<file path="src/sv/vfc_pkg.sv">
// Shared types and constants of the voxel face culler.
package vfc_pkg;

    localparam int VFC_EDGE      = 16;
    localparam int VFC_TYPE_BITS = 8;

    localparam int VFC_IN_W  = 24;
    localparam int VFC_OUT_W = 32;

    typedef enum logic [2:0] {
        ACT_LOAD   = 3'd0,
        ACT_UPDATE = 3'd1,
        ACT_READ   = 3'd2,
        ACT_SCAN   = 3'd3,
        ACT_DONE   = 3'd4
    } t_action;

    typedef enum logic [2:0] {
        DIR_PX = 3'd0,
        DIR_NX = 3'd1,
        DIR_PY = 3'd2,
        DIR_NY = 3'd3,
        DIR_PZ = 3'd4,
        DIR_NZ = 3'd5
    } t_dir;

    typedef struct packed {
        logic load_in;
        logic mem_wr;
        logic set_dirty;
        logic set_mod;
        logic clr_dirty;
        logic clr_wr;
        logic cap_center;
        logic nbr_issue;
        logic nbr_check;
        logic push_reply;
        logic push_face;
    } t_cmd;

    typedef struct packed {
        logic [2:0] act;
        logic       in_chunk;
        logic       center_zero;
        logic       dir_last;
        logic       clr_done;
        logic       mask_zero;
        logic       face_last;
        logic       out_free;
    } t_sts;

endpackage

</file>
<file path="src/sv/vfc_ctrl.sv">
// Controller: sequences memory clear, actions, neighbor reads and face output.
module vfc_ctrl import vfc_pkg::*; (
    input  logic i_clk,
    input  logic i_rst_n,
    input  logic i_in_valid,
    output logic o_in_ready,
    input  t_sts i_sts,
    output t_cmd o_cmd
);

    typedef enum logic [7:0] {
        S_CLEAR  = 8'b0000_0001,
        S_IDLE   = 8'b0000_0010,
        S_DECODE = 8'b0000_0100,
        S_CWAIT  = 8'b0000_1000,
        S_REPLY  = 8'b0001_0000,
        S_SCAN   = 8'b0010_0000,
        S_SLAST  = 8'b0100_0000,
        S_EMIT   = 8'b1000_0000
    } t_state;

    t_state r_state, n_state;

    always_ff @(posedge i_clk) begin
        if (!i_rst_n) begin
            r_state <= S_CLEAR;
        end else begin
            r_state <= n_state;
        end
    end

    assign o_in_ready = (r_state == S_IDLE);

    always_comb begin
        n_state = r_state;
        o_cmd   = '0;
        unique case (r_state)
            S_CLEAR: begin
                o_cmd.clr_wr = 1'b1;
                if (i_sts.clr_done) begin
                    n_state = S_IDLE;
                end
            end
            S_IDLE: begin
                o_cmd.load_in = i_in_valid;
                if (i_in_valid) begin
                    n_state = S_DECODE;
                end
            end
            S_DECODE: begin
                n_state = S_IDLE;
                unique case (t_action'(i_sts.act)) inside
                    ACT_LOAD: begin
                        o_cmd.mem_wr    = i_sts.in_chunk;
                        o_cmd.set_dirty = i_sts.in_chunk;
                    end
                    ACT_UPDATE: begin
                        o_cmd.mem_wr    = i_sts.in_chunk;
                        o_cmd.set_dirty = i_sts.in_chunk;
                        o_cmd.set_mod   = i_sts.in_chunk;
                    end
                    ACT_READ, ACT_SCAN: begin
                        n_state = S_CWAIT;
                    end
                    ACT_DONE: begin
                        o_cmd.clr_dirty = 1'b1;
                    end
                    default: n_state = S_IDLE;
                endcase
            end
            S_CWAIT: begin
                o_cmd.cap_center = 1'b1;
                if (t_action'(i_sts.act) == ACT_READ) begin
                    n_state = S_REPLY;
                end else if (i_sts.center_zero) begin
                    n_state = S_IDLE;
                end else begin
                    n_state = S_SCAN;
                end
            end
            S_REPLY: begin
                if (i_sts.out_free) begin
                    o_cmd.push_reply = 1'b1;
                    n_state          = S_IDLE;
                end
            end
            S_SCAN: begin
                o_cmd.nbr_issue = 1'b1;
                o_cmd.nbr_check = 1'b1;
                if (i_sts.dir_last) begin
                    n_state = S_SLAST;
                end
            end
            S_SLAST: begin
                o_cmd.nbr_check = 1'b1;
                n_state         = S_EMIT;
            end
            S_EMIT: begin
                if (i_sts.mask_zero) begin
                    n_state = S_IDLE;
                end else if (i_sts.out_free) begin
                    o_cmd.push_face = 1'b1;
                    if (i_sts.face_last) begin
                        n_state = S_IDLE;
                    end
                end
            end
            default: n_state = S_IDLE;
        endcase
    end

endmodule

</file>
<file path="config.mk">
export PLATFORM = sky130hd
export DESIGN_NAME = vfc_ctrl
export DESIGN_NICKNAME = d
export VERILOG_FILES = /design/src/sv/vfc_pkg.sv /design/src/sv/vfc_ctrl.sv
export SDC_FILE = /design/constraint.sdc
export NUM_CORES = 1
export LEC_CHECK = 0
export BUFFER_PORTS_ARGS = -buffer_cell sky130_fd_sc_hd__buf_4
export CAP_MARGIN = 20
export CORE_ASPECT_RATIO = 0.9
export CORE_MARGIN = 5
export CORE_UTILIZATION = 40
export CTS_CLUSTER_DIAMETER = 80
export CTS_CLUSTER_SIZE = 12
export DETAILED_ROUTE_END_ITERATION = 8
export GPL_TIMING_DRIVEN = 0
export PLACE_DENSITY = 0.69
export SYNTH_ARGS = -nofsm -noshare
export SYNTH_HDL_FRONTEND = slang
export SYNTH_SLANG_ARGS = --single-unit
</file>
<file path="constraint.sdc">
create_clock -name i_clk -period 2.3 [get_ports i_clk]
set_clock_uncertainty 0.2 [all_clocks]
set_input_delay 0.345 -clock i_clk [delete_from_list [all_inputs] [get_ports i_clk]]
set_output_delay 0.345 -clock i_clk [all_outputs]
set_load 0.02 [all_outputs]
</file>
# After elaboration in Yosys (flattened, before gate mapping)
# Cells that the tools add are included.
# W data, S select, Z words.
[totals]
reg_bits = 8
inputBits = 13
out_inout_bits = 12
wordCells = 48
[op_classes]
eq_ne = 18
muxes = 24
reduce_logical = 5
[ops]
columns = ["operator", "n"]
rows = [
  ["$mux W8", 8],
  ["$pmux W8 S8", 1],
  ["$mux W1", 11],
  ["$eq A8 B1 Y1 const B", 1],
  ["$eq A8 B2 Y1 const B", 1],
  ["$eq A8 B3 Y1 const B", 1],
  ["$eq A8 B4 Y1 const B", 1],
  ["$eq A8 B5 Y1 const B", 1],
  ["$eq A8 B6 Y1 const B", 1],
  ["$eq A8 B7 Y1 const B", 1],
  ["$eq A8 B8 Y1 const B", 1],
  ["$mux W4", 2],
  ["$ne A2 B2 Y1 const B", 4],
  ["$eq A3 B2 Y1 const B", 2],
  ["$mux W6", 1],
  ["$ne A3 B3 Y1 const B", 2],
  ["$reduce_and A6 Y1", 1],
  ["$reduce_or A2 Y1", 3],
  ["$eq A3 B1 Y1 const B", 1],
  ["$eq A3 B3 Y1 const B", 1],
  ["$logic_not A3 Y1", 1],
  ["$mux W2", 1],
]

# Longest topological paths before layout
# Gate-level depths: netlist of the first run.
[logic_depth]
depth_word = 4
depth_mapped = 6

# Least setup slack after synthesis of the first run
# Ideal clock, no wire load.
[synth_path]
path_type = "reg2out"
from = "register r_state[5]"
to = "output port o_cmd[6] (netlist name)"
arrival_time_ns = 1.797
t_required_ns = 1.755
path_slack_ns = -0.042
path_stages_with_launch = 5
path_buffers = 0
cell_sequence = "dfxtp_1 nor2_1 nand3_2 or3b_4 nor4b_1"
[synth_lines]
columns = ["item", "line", "source"]
rows = [
  ["from (decl)", "vfc_ctrl.sv:22", "t_state r_state, n_state;"],
  ["from (signal assigned)", "vfc_ctrl.sv:28", "r_state <= n_state;"],
  ["to (decl)", "vfc_ctrl.sv:8", "output t_cmd o_cmd"],
]

==> results of run 1 <==
## routing by layer
layer	up-vias	global-route usage [%]
met5	-	0
met4	0	3.06
met3	4	7.12
met2	21	26.6
met1	298	21.4
li1	322	-
## what timing repair did
item	CTS	global route
resized for setup	11	6
setup endpoints to repair	5	6
pin swaps	7	0
setup buffers	9	2
## layout make-up
| class | instances | area [um2] |
|---|---|---|
| clock buffers | 3 | 22.5 |
| inverters | 3 | 11.3 |
| multi-input cells | 53 | 454 |
| fillers | 116 | 453 |
| well taps | 15 | 18.8 |
| flip-flops and latches | 8 | 173 |
| plain buffers | 2 | 12.5 |
| repair buffers | 35 | 270 |
## cell families (layout without fill, tap and decap cells)
group / after synthesis / count (layout) / synth area share (%)
AO/OA/AOI/OAI: 14 / 14 / 20.3
XOR/XNOR: 1 / 1 / 1.50
buffers and inverters: 5 / 43 / 4.06
flip-flops: 8 / 8 / 27.3
AND/OR/NAND/NOR: 38 / 38 / 46.8
## power by group
part / internal (mW) / switching [mW] / total (mW)
Clock: 0.0603 / 0.0574 / 0.118
Combinational: 0.0620 / 0.0546 / 0.117
Sequential: 0.142 / 0.00651 / 0.148
## worst reg2reg max path: cells and delay by family, from the launching register on
kind | cells | cell delay (ns)
AO/OA/AOI/OAI | 1 | 0.30
AND/OR/NAND/NOR | 4 | 0.98
flip-flops | 1 | 0.36
buffers and inverters | 1 | 0.14
## path summary, 6_finish.rpt
| path | start | to | slack (ns) | cells past startpoint |
|---|---|---|---|---|
| min | i_sts[3] | r_state[0] | 0.08 | 2 |
| max | r_state[1] | o_cmd[2] | -0.11 | 5 |
| max reg2reg | r_state[1] | r_state[2] | 0.19 | 6 |
| min reg2reg | r_state[6] | r_state[7] | 0.38 | 2 |
## synthesized netlist by cell type (all sizes together), types with 3 or more instances
library cell	number
dfxtp	8
and2	3
nor3b	3
nor2	11
inv	3
nand3	3
nand2	3
a21oi	3
## through the flow
| step | util (%) | setup TNS (ns) | instance area (um2) |
|---|---|---|---|
| floorplan | - | 0 | 602 |
| detailed placement | 56.6 | 0 | 801 |
| global route | 68.0 | -0.714 | 962 |
| finish | 68.0 | -0.318 | 962 |
| CTS | 65.1 | -0.123 | 921 |
| global placement | 56.6 | 0 | 801 |
==> run metrics, run 1 <==
status=finished, violations left; failing checks=setup timing; DRC violations left=0; CTS Buf Count=3; ys flop type=dfxtp_1; vias=about 650; first-pass GRT wire length=roughly 3000 um; final slew viol count=0; CP dominant cell by count=buf_4; number of I/O pins=25; initial antenna violation count=0; DIE WIDTH=a little over 50 um; Die Y=roughly 46 um; Hold Fails Final Rpt=0; Synth Area per Inst=about 9 um2; area added between synthesis and finish=64.3%; number of distinct library cells after synthesis=37; critical path endpoint category=primary output; fin nets=roughly 120; # diodes=0; syn_nets=just under 80; DP Wirelength=approximately 1200 um; RSZ-0062 raised after global routing=yes; final period demand of the worst path=2.41 ns; die area=approximately 0.0023 mm2; # H-tree levels=1; startpoint class of the critical path=register; fmax=415 MHz; Initial Util=approximately two fifths; Peak VDD IR=0.326 mV; Tightest Hold Check Type=in -> reg; cells after synthesis=66; Worst Path Max Fanout=5; commonest cells after routing, fill and taps aside=34 x buf_4, 7 x nor2_1, 4 x nor2_4, 4 x dfxtp_1; pwr dens=~400 mW/mm2; Area contributors post-synth=dfxtp_1 27%, nor2_1 6.4%, nor4b_4 4.1%, nor3b_1 3.8%, nor4_4 3.6%; leakage=approximately 0.43 nW; vias per cell=about 5.4; worst-margin pin slew=~0.44 ns; Final setup viols=4; I/O Buffers=24; Core Area=around 0.0014 mm2; largest stage delay on the critical path=~0.43 ns; CTS sink cnt=8; Cell Area, Synth=~590 um2; Yosys warning total=0; CP delay by family, top=simple AND/OR/NAND/NOR gates; Post-synth EDFFs=0; Clk pin slew, worst setup/hold paths=about 0.070 ns; max layer used=met4; Top reg by flops=r_state; Yosys reg bits=8; wire length on met3=around 110 um; Placed Instances=between 100 and 150; Worst Path Required=1.75 ns; Clock Latency Late Sink=~0.27 ns; total power=between 0.3 and 0.4 mW; met2 WL post-DR=926 um; largest net degree at the start of global routing=8; fraction of layout cells with a size suffix above 1=58.7%; GRT Overall Usage=between 10% and 20%; top flop regs=r_state: 8 flops; post-DR wirelength/cell=16.2 um; Synth top area share=27.4%; deepest clock path buffer count=2; critical path class=reg -> out; CTS Hold Buffers Added=0; GRT Residual Overflow=0; Fin Hold WS=just over 0.08 ns; Largest register FFs=8; met1 wire length=between 800 and 900 um; Final WS setup=-0.107 ns; post-route ant nets=0; post-synthesis sequential area ratio=27.4%; Detailed Route Iter0 Violations=18; routability cong.=between 0.7 and 0.8; DP Worst Slack=around 0.022 ns; total iterations of the first detailed-routing run=4; root buf cell=clkbuf_4; worst path buffer plus inverter count=2; vias in the first global route=roughly 640; row cnt=13; Tcrit/Tclk final=105%; max cap viols=0; DRT Wirelength=around 1900 um; worst relative slew slack=70.2%; asr flop ratio synth=0%; Critical Path AT=1.86 ns; CP cell instances=buf_4, nor4_2, and4b_4, o21bai_4, buf_4; slowest stage cell on the critical path=nor4_2; Layout Cells excl Fill=119; commonest non-fill, non-tap cell in the layout=buf_4; TritonCTS clock tree=done; post-synth top area cell=dfxtp_1
(Power assumes the default switching activity.)
==> run 2, diff against run 1 <==
- MAX_ROUTING_LAYER: not set -> met4
==> run metrics, run 2 (synthesis gave the netlist of run 1 again) <==
CTS Buf Count=3 (unchanged); Die Y=46.3 um (unchanged); CTS Hold Buffers Added=0 (unchanged); CTS sink cnt=8 (unchanged); DIE WIDTH=50.3 um (unchanged); Detailed Route Iter0 Violations=21 (+3); number of I/O pins=25 (unchanged); post-DR wirelength/cell=16.1 um (-0.94%); deepest clock path buffer count=2 (unchanged); top flop regs=r_state: 8 flops; max cap viols=0 (unchanged); fin nets=121 (+1.7%); Clock Latency Late Sink=0.27 ns (about the same); startpoint class of the critical path=register; # diodes=0 (unchanged); row cnt=13 (unchanged); Hold Fails Final Rpt=0 (unchanged); GRT Overall Usage=17.4% (+0.63 points); Worst Path Required=1.75 ns (about the same); CP cell instances=buf_4, nor4_2, and4b_4, o21bai_4, buf_4; fmax=417 MHz (+0.40%); Core Area=0.00142 mm2 (unchanged); area added between synthesis and finish=67.3%; GRT Residual Overflow=0 (unchanged); Top reg by flops=r_state; routability cong.=0.808 (+1.4%); DP Worst Slack=0.0217 ns (unchanged); Peak VDD IR=0.326 mV (about the same); total iterations of the first detailed-routing run=4 (unchanged); Final WS setup=-0.0972 ns (+0.00961 ns); worst relative slew slack=71.0% (+0.77 points); TritonCTS clock tree=done; critical path endpoint category=primary output; largest net degree at the start of global routing=8 (unchanged); worst-margin pin slew=0.431 ns (-0.0114 ns); Tightest Hold Check Type=in -> reg; CP dominant cell by count=buf_4; pwr dens=389 mW/mm2 (-2.0%); commonest cells after routing, fill and taps aside=36 x buf_4, 7 x nor2_1, 4 x nor2_4, 4 x dfxtp_1, 4 x dfxtp_4; root buf cell=clkbuf_4; leakage=0.441 nW (+2.6%); post-route ant nets=0 (unchanged); commonest non-fill, non-tap cell in the layout=buf_4; DRT Wirelength=1940 um (+0.73%); met1 wire length=883 um (+1.8%); largest stage delay on the critical path=0.43 ns (about the same); met2 WL post-DR=923 um (-0.32%); status=finished, violations left; wire length on met3=113 um (+1.8%); final period demand of the worst path=2.40 ns (-0.00961 ns); failing checks=setup timing; vias in the first global route=647 (+0.78%); vias=661 (+2.5%); fraction of layout cells with a size suffix above 1=59.4% (+0.78 points); RSZ-0062 raised after global routing=yes; Tcrit/Tclk final=104% (-0.42 points); vias per cell=5.46 (+0.79%); Largest register FFs=8 (unchanged); initial antenna violation count=0 (unchanged); Fin Hold WS=0.0809 ns (-0.000999 ns); max layer used=met4; DP Wirelength=1180 um (unchanged); slowest stage cell on the critical path=nor4_2; I/O Buffers=24 (unchanged); Critical Path AT=1.85 ns (about the same); critical path class=reg -> out; # H-tree levels=1 (unchanged); final slew viol count=0 (unchanged); die area=0.00233 mm2 (unchanged); first-pass GRT wire length=2950 um (+0.48%); Final setup viols=4 (unchanged); total power=0.382 mW (-0.23%); final setup TNS=-0.307 ns (+0.0109 ns); Worst Path Max Fanout=5 (unchanged); DRC violations left=0 (unchanged); Clk pin slew, worst setup/hold paths=0.07 ns (about the same); Initial Util=41.4% (unchanged)
## run 2: final timing paths
check	slack (ns)	cells after the start	to	start
worst max-delay path	-0.1	5	o_cmd[2]	r_state[1]
worst min-delay path	0.08	2	r_state[0]	i_sts[3]
worst max register to register	0.20	6	r_state[2]	r_state[1]
worst min register to register	0.38	2	r_state[7]	r_state[6]
## run 2: area by class of cell
class | count | area (um2)
repair buffers | 37 | 285
flip-flops and latches | 8 | 175
well taps | 15 | 18.8
clock buffers | 3 | 22.5
multi-input cells | 53 | 454
fillers | 114 | 435
inverters | 3 | 11.3
plain buffers | 2 | 12.5
## run 2: worst max-delay path: cells and delay by family (launching register included)
kind	cells	cell delay (ns)
buffers and inverters	2	0.30
AOI/OAI and AO/OA	1	0.14
and+or+nand+nor	2	0.78
DFF	1	0.36
## run 2: metrics by stage
step           std cells  util (%)  area, um2
2_1_floorplan         66         -        602
4_1_cts              117      65.1        921
3_5_place_dp         105      56.6        801
3_3_place_gp         105      56.6        801
5_1_grt              121      69.2        980
6_report             121      69.2        980
## run 2: routing by layer
metal,GRT usage (%),vias to the layer above
li1,-,326
met1,22.2,304
met2,26.6,27
met3,6.47,4
met4,3.06,0
met5,-,-
## run 2: timing repair
item | 4_1_cts | 5_1_grt
gates resized for setup | 11 | 7
setup endpoints to repair | 5 | 6
pin swaps | 7 | 0
setup buffers | 9 | 4
## run 2: power breakdown
| group | total [mW] | internal, mW | switching [mW] | leakage, nW |
|---|---|---|---|---|
| Combinational | 0.116 | 0.0620 | 0.0544 | 0.359 |
| Clock | 0.118 | 0.0603 | 0.0578 | 0.0138 |
| Sequential | 0.147 | 0.140 | 0.00650 | 0.0681 |
==> run 3, diff against run 2 <==
- PLACE_DENSITY: 0.69 -> 0.72
- clock period: 2.3 -> 2.1 ns (I/O delays scaled with it)
==> run metrics, run 3 (synthesis gave the netlist of run 1 again) <==
status=finished, violations left; failing checks=setup timing; Crit Reg-Reg Endpoint=r_state[6]; fmax=roughly 420 MHz; Tightest Hold Check Type=in -> reg; die area=0.00233 mm2 (unchanged); Peak VDD IR=0.360 mV (+11%); DIE WIDTH=50.3 um (unchanged); total iterations of the first detailed-routing run=4 (unchanged); leakage=0.474 nW (+7.6%); commonest cells after routing, fill and taps aside=36 x buf_4, 8 x buf_6, 5 x nor2_4, 5 x nor2_1, 4 x dfxtp_4; GRT Residual Overflow=0 (unchanged); DRC violations left=0 (unchanged); area added between synthesis and finish=82.7%; Final WS setup=-0.288 ns (-0.191 ns); Placed Instances=105 (unchanged); vias per cell=5.68 (+3.9%); Worst Setup SP=r_state[7]; Core Area=0.00142 mm2 (unchanged); Final setup viols=15 (+11); RR Startpoint=r_state[1]; pwr dens=402 mW/mm2 (+3.3%); # diodes=0 (unchanged); CTS Hold Buffers Added=0 (unchanged); number of I/O pins=25 (unchanged); Net Sw Frac=30.8% (-0.32 points); first-pass GRT wire length=3140 um (+6.3%); row cnt=13 (unchanged); max cap viols=0 (unchanged); fraction of layout cells with a size suffix above 1=66.1% (+6.6 points); vias=721 (+9.1%); Top reg by flops=r_state; root buf cell=clkbuf_4; reg-to-reg slack, setup=-0.11 ns (-0.31 ns); share of power burned in the clock network=28.9% (-2.0 points); Internal=0.298 mW (+13%); TritonCTS clock tree=done; Worst Path Max Fanout=2 (-3); Combinational Power Share=33.9% (+3.4 points); post-DR wirelength/cell=17.2 um (+7.2%); startpoint class of the critical path=register; worst relative slew slack=69.3% (-1.7 points); Initial Util=41.4% (unchanged); worst-margin pin slew=0.457 ns (+0.0255 ns); deepest clock path buffer count=2 (unchanged); final slew viol count=0 (unchanged); largest net degree at the start of global routing=8 (unchanged); critical path endpoint category=primary output; Clock Latency Late Sink=0.26 ns (about the same); Layout fillers=102 (-11%); DP Wirelength=1230 um (+4.6%); Final Util=75.6% (+6.4 points); critical path class=reg -> out; DRT Wirelength=2190 um (+13%); GRT Overall Usage=18.4% (+1.0 points); post-route ant nets=0 (unchanged); Layout Cells excl Fill=127 (+5.0%); Clk pin slew, worst setup/hold paths=0.06 ns (about the same); final period demand of the worst path=roughly 2.4 ns; Worst Path Required=1.58 ns (-0.17 ns); fin nets=127 (+5.0%); Sw Pwr=0.133 mW (+12%); Seq pwr share=37.2% (-1.3 points); Fin Hold WS=0.0565 ns (-0.0244 ns); DP Worst Slack=-0.103 ns (-0.124 ns); Die Y=46.3 um (unchanged); CTS Buf Count=3 (unchanged); # H-tree levels=1 (unchanged); Detailed Route Iter0 Violations=24 (+14%); Critical Path End=o_cmd[6]; initial antenna violation count=0 (unchanged); Largest register FFs=8 (unchanged); CTS sink cnt=8 (unchanged); I/O Buffers=24 (unchanged); top flop regs=r_state: 8 flops; Tcrit/Tclk final=114%; commonest non-fill, non-tap cell in the layout=buf_4; routability cong.=0.801 (-0.95%); Hold Fails Final Rpt=0 (unchanged); Critical Path AT=1.87 ns (+0.02 ns); vias in the first global route=681 (+5.3%); RSZ-0062 raised after global routing=yes; R2R cell count=6 (unchanged)
## run 3: cell types whose count changed in the layout (fill, tap and decap cells not counted), sizes merged
cell | before | now
buf | 39 | 45
## run 3: worst min-delay path by stage
| stage | from | endpoint | slack, ns | depth (start not counted) |
|---|---|---|---|---|
| 6_report | i_rst_n | r_state[0] | 0.06 | 2 |
| 5_1_grt | i_sts[3] | r_state[0] | 0.05 | 2 |
| 4_1_cts | i_sts[3] | r_state[0] | 0.05 | 2 |
| 3_5_place_dp | i_sts[3] | r_state[0] | 0.32 | 2 |
| 3_3_place_gp | i_sts[3] | r_state[0] | 0.32 | 2 |
| 2_1_floorplan | i_rst_n | r_state[0] | 0.19 | 1 |
## run 3: power by group through the flow
stage | Sequential (mW) | Clock [mW] | Combinational (mW)
floorplan | 0.165 | 0 | 0.0560
global placement | 0.166 | 0 | 0.0942
detailed placement | 0.166 | 0 | 0.0951
CTS | 0.161 | 0.125 | 0.127
global route | 0.161 | 0.137 | 0.154
finish | 0.160 | 0.125 | 0.146
## run 3: metal layers
metal	GRT usage, %	wire, um	vias up
met5	-	0	-
met4	1.53	19	0
met3	6.47	164	4
met2	31.1	1150	41
met1	22.2	852	338
li1	-	-	338
## run 3: timing repair
action / in CTS / in global routing
endpoints found under the setup margin: 8 / 18
resized for setup: 17 / 10
buffers inserted: 15 / 6
hold endpoints to repair: 0 / 0
pin swaps: 15 / 11
## run 3: critical path, stage by stage, from the launching register on
cell and delay [ns]:
dfxtp_4 0.35, nor2_4 0.12, nand3_2 0.09, or3b_4 0.40, buf_4 0.15, buf_6 0.11
nor4b_4 0.20, buf_4 0.18
## run 3: layout make-up
cell class | count | area (um2) | share of cell area [%]
clock buffer | 3 | 22.5 | 2.11
multi-input combinational | 53 | 474 | 44.3
inverter | 3 | 11.3 | 1.05
buffer | 2 | 12.5 | 1.17
tap | 15 | 18.8 | 1.75
sequential | 8 | 178 | 16.6
timing repair buffer | 43 | 353 | 33.0
## run 3: per-stage QoR
| stage | TNS, ns | total power, mW | area [um2] |
|---|---|---|---|
| 2_1_floorplan | -0.185 | 0.221 | 614 |
| 3_3_place_gp | -0.132 | 0.260 | 813 |
| 3_5_place_dp | -0.168 | 0.261 | 813 |
| 4_1_cts | -2.13 | 0.414 | 1000 |
| 5_1_grt | -3.07 | 0.452 | 1070 |
| 6_report | -2.08 | 0.431 | 1070 |
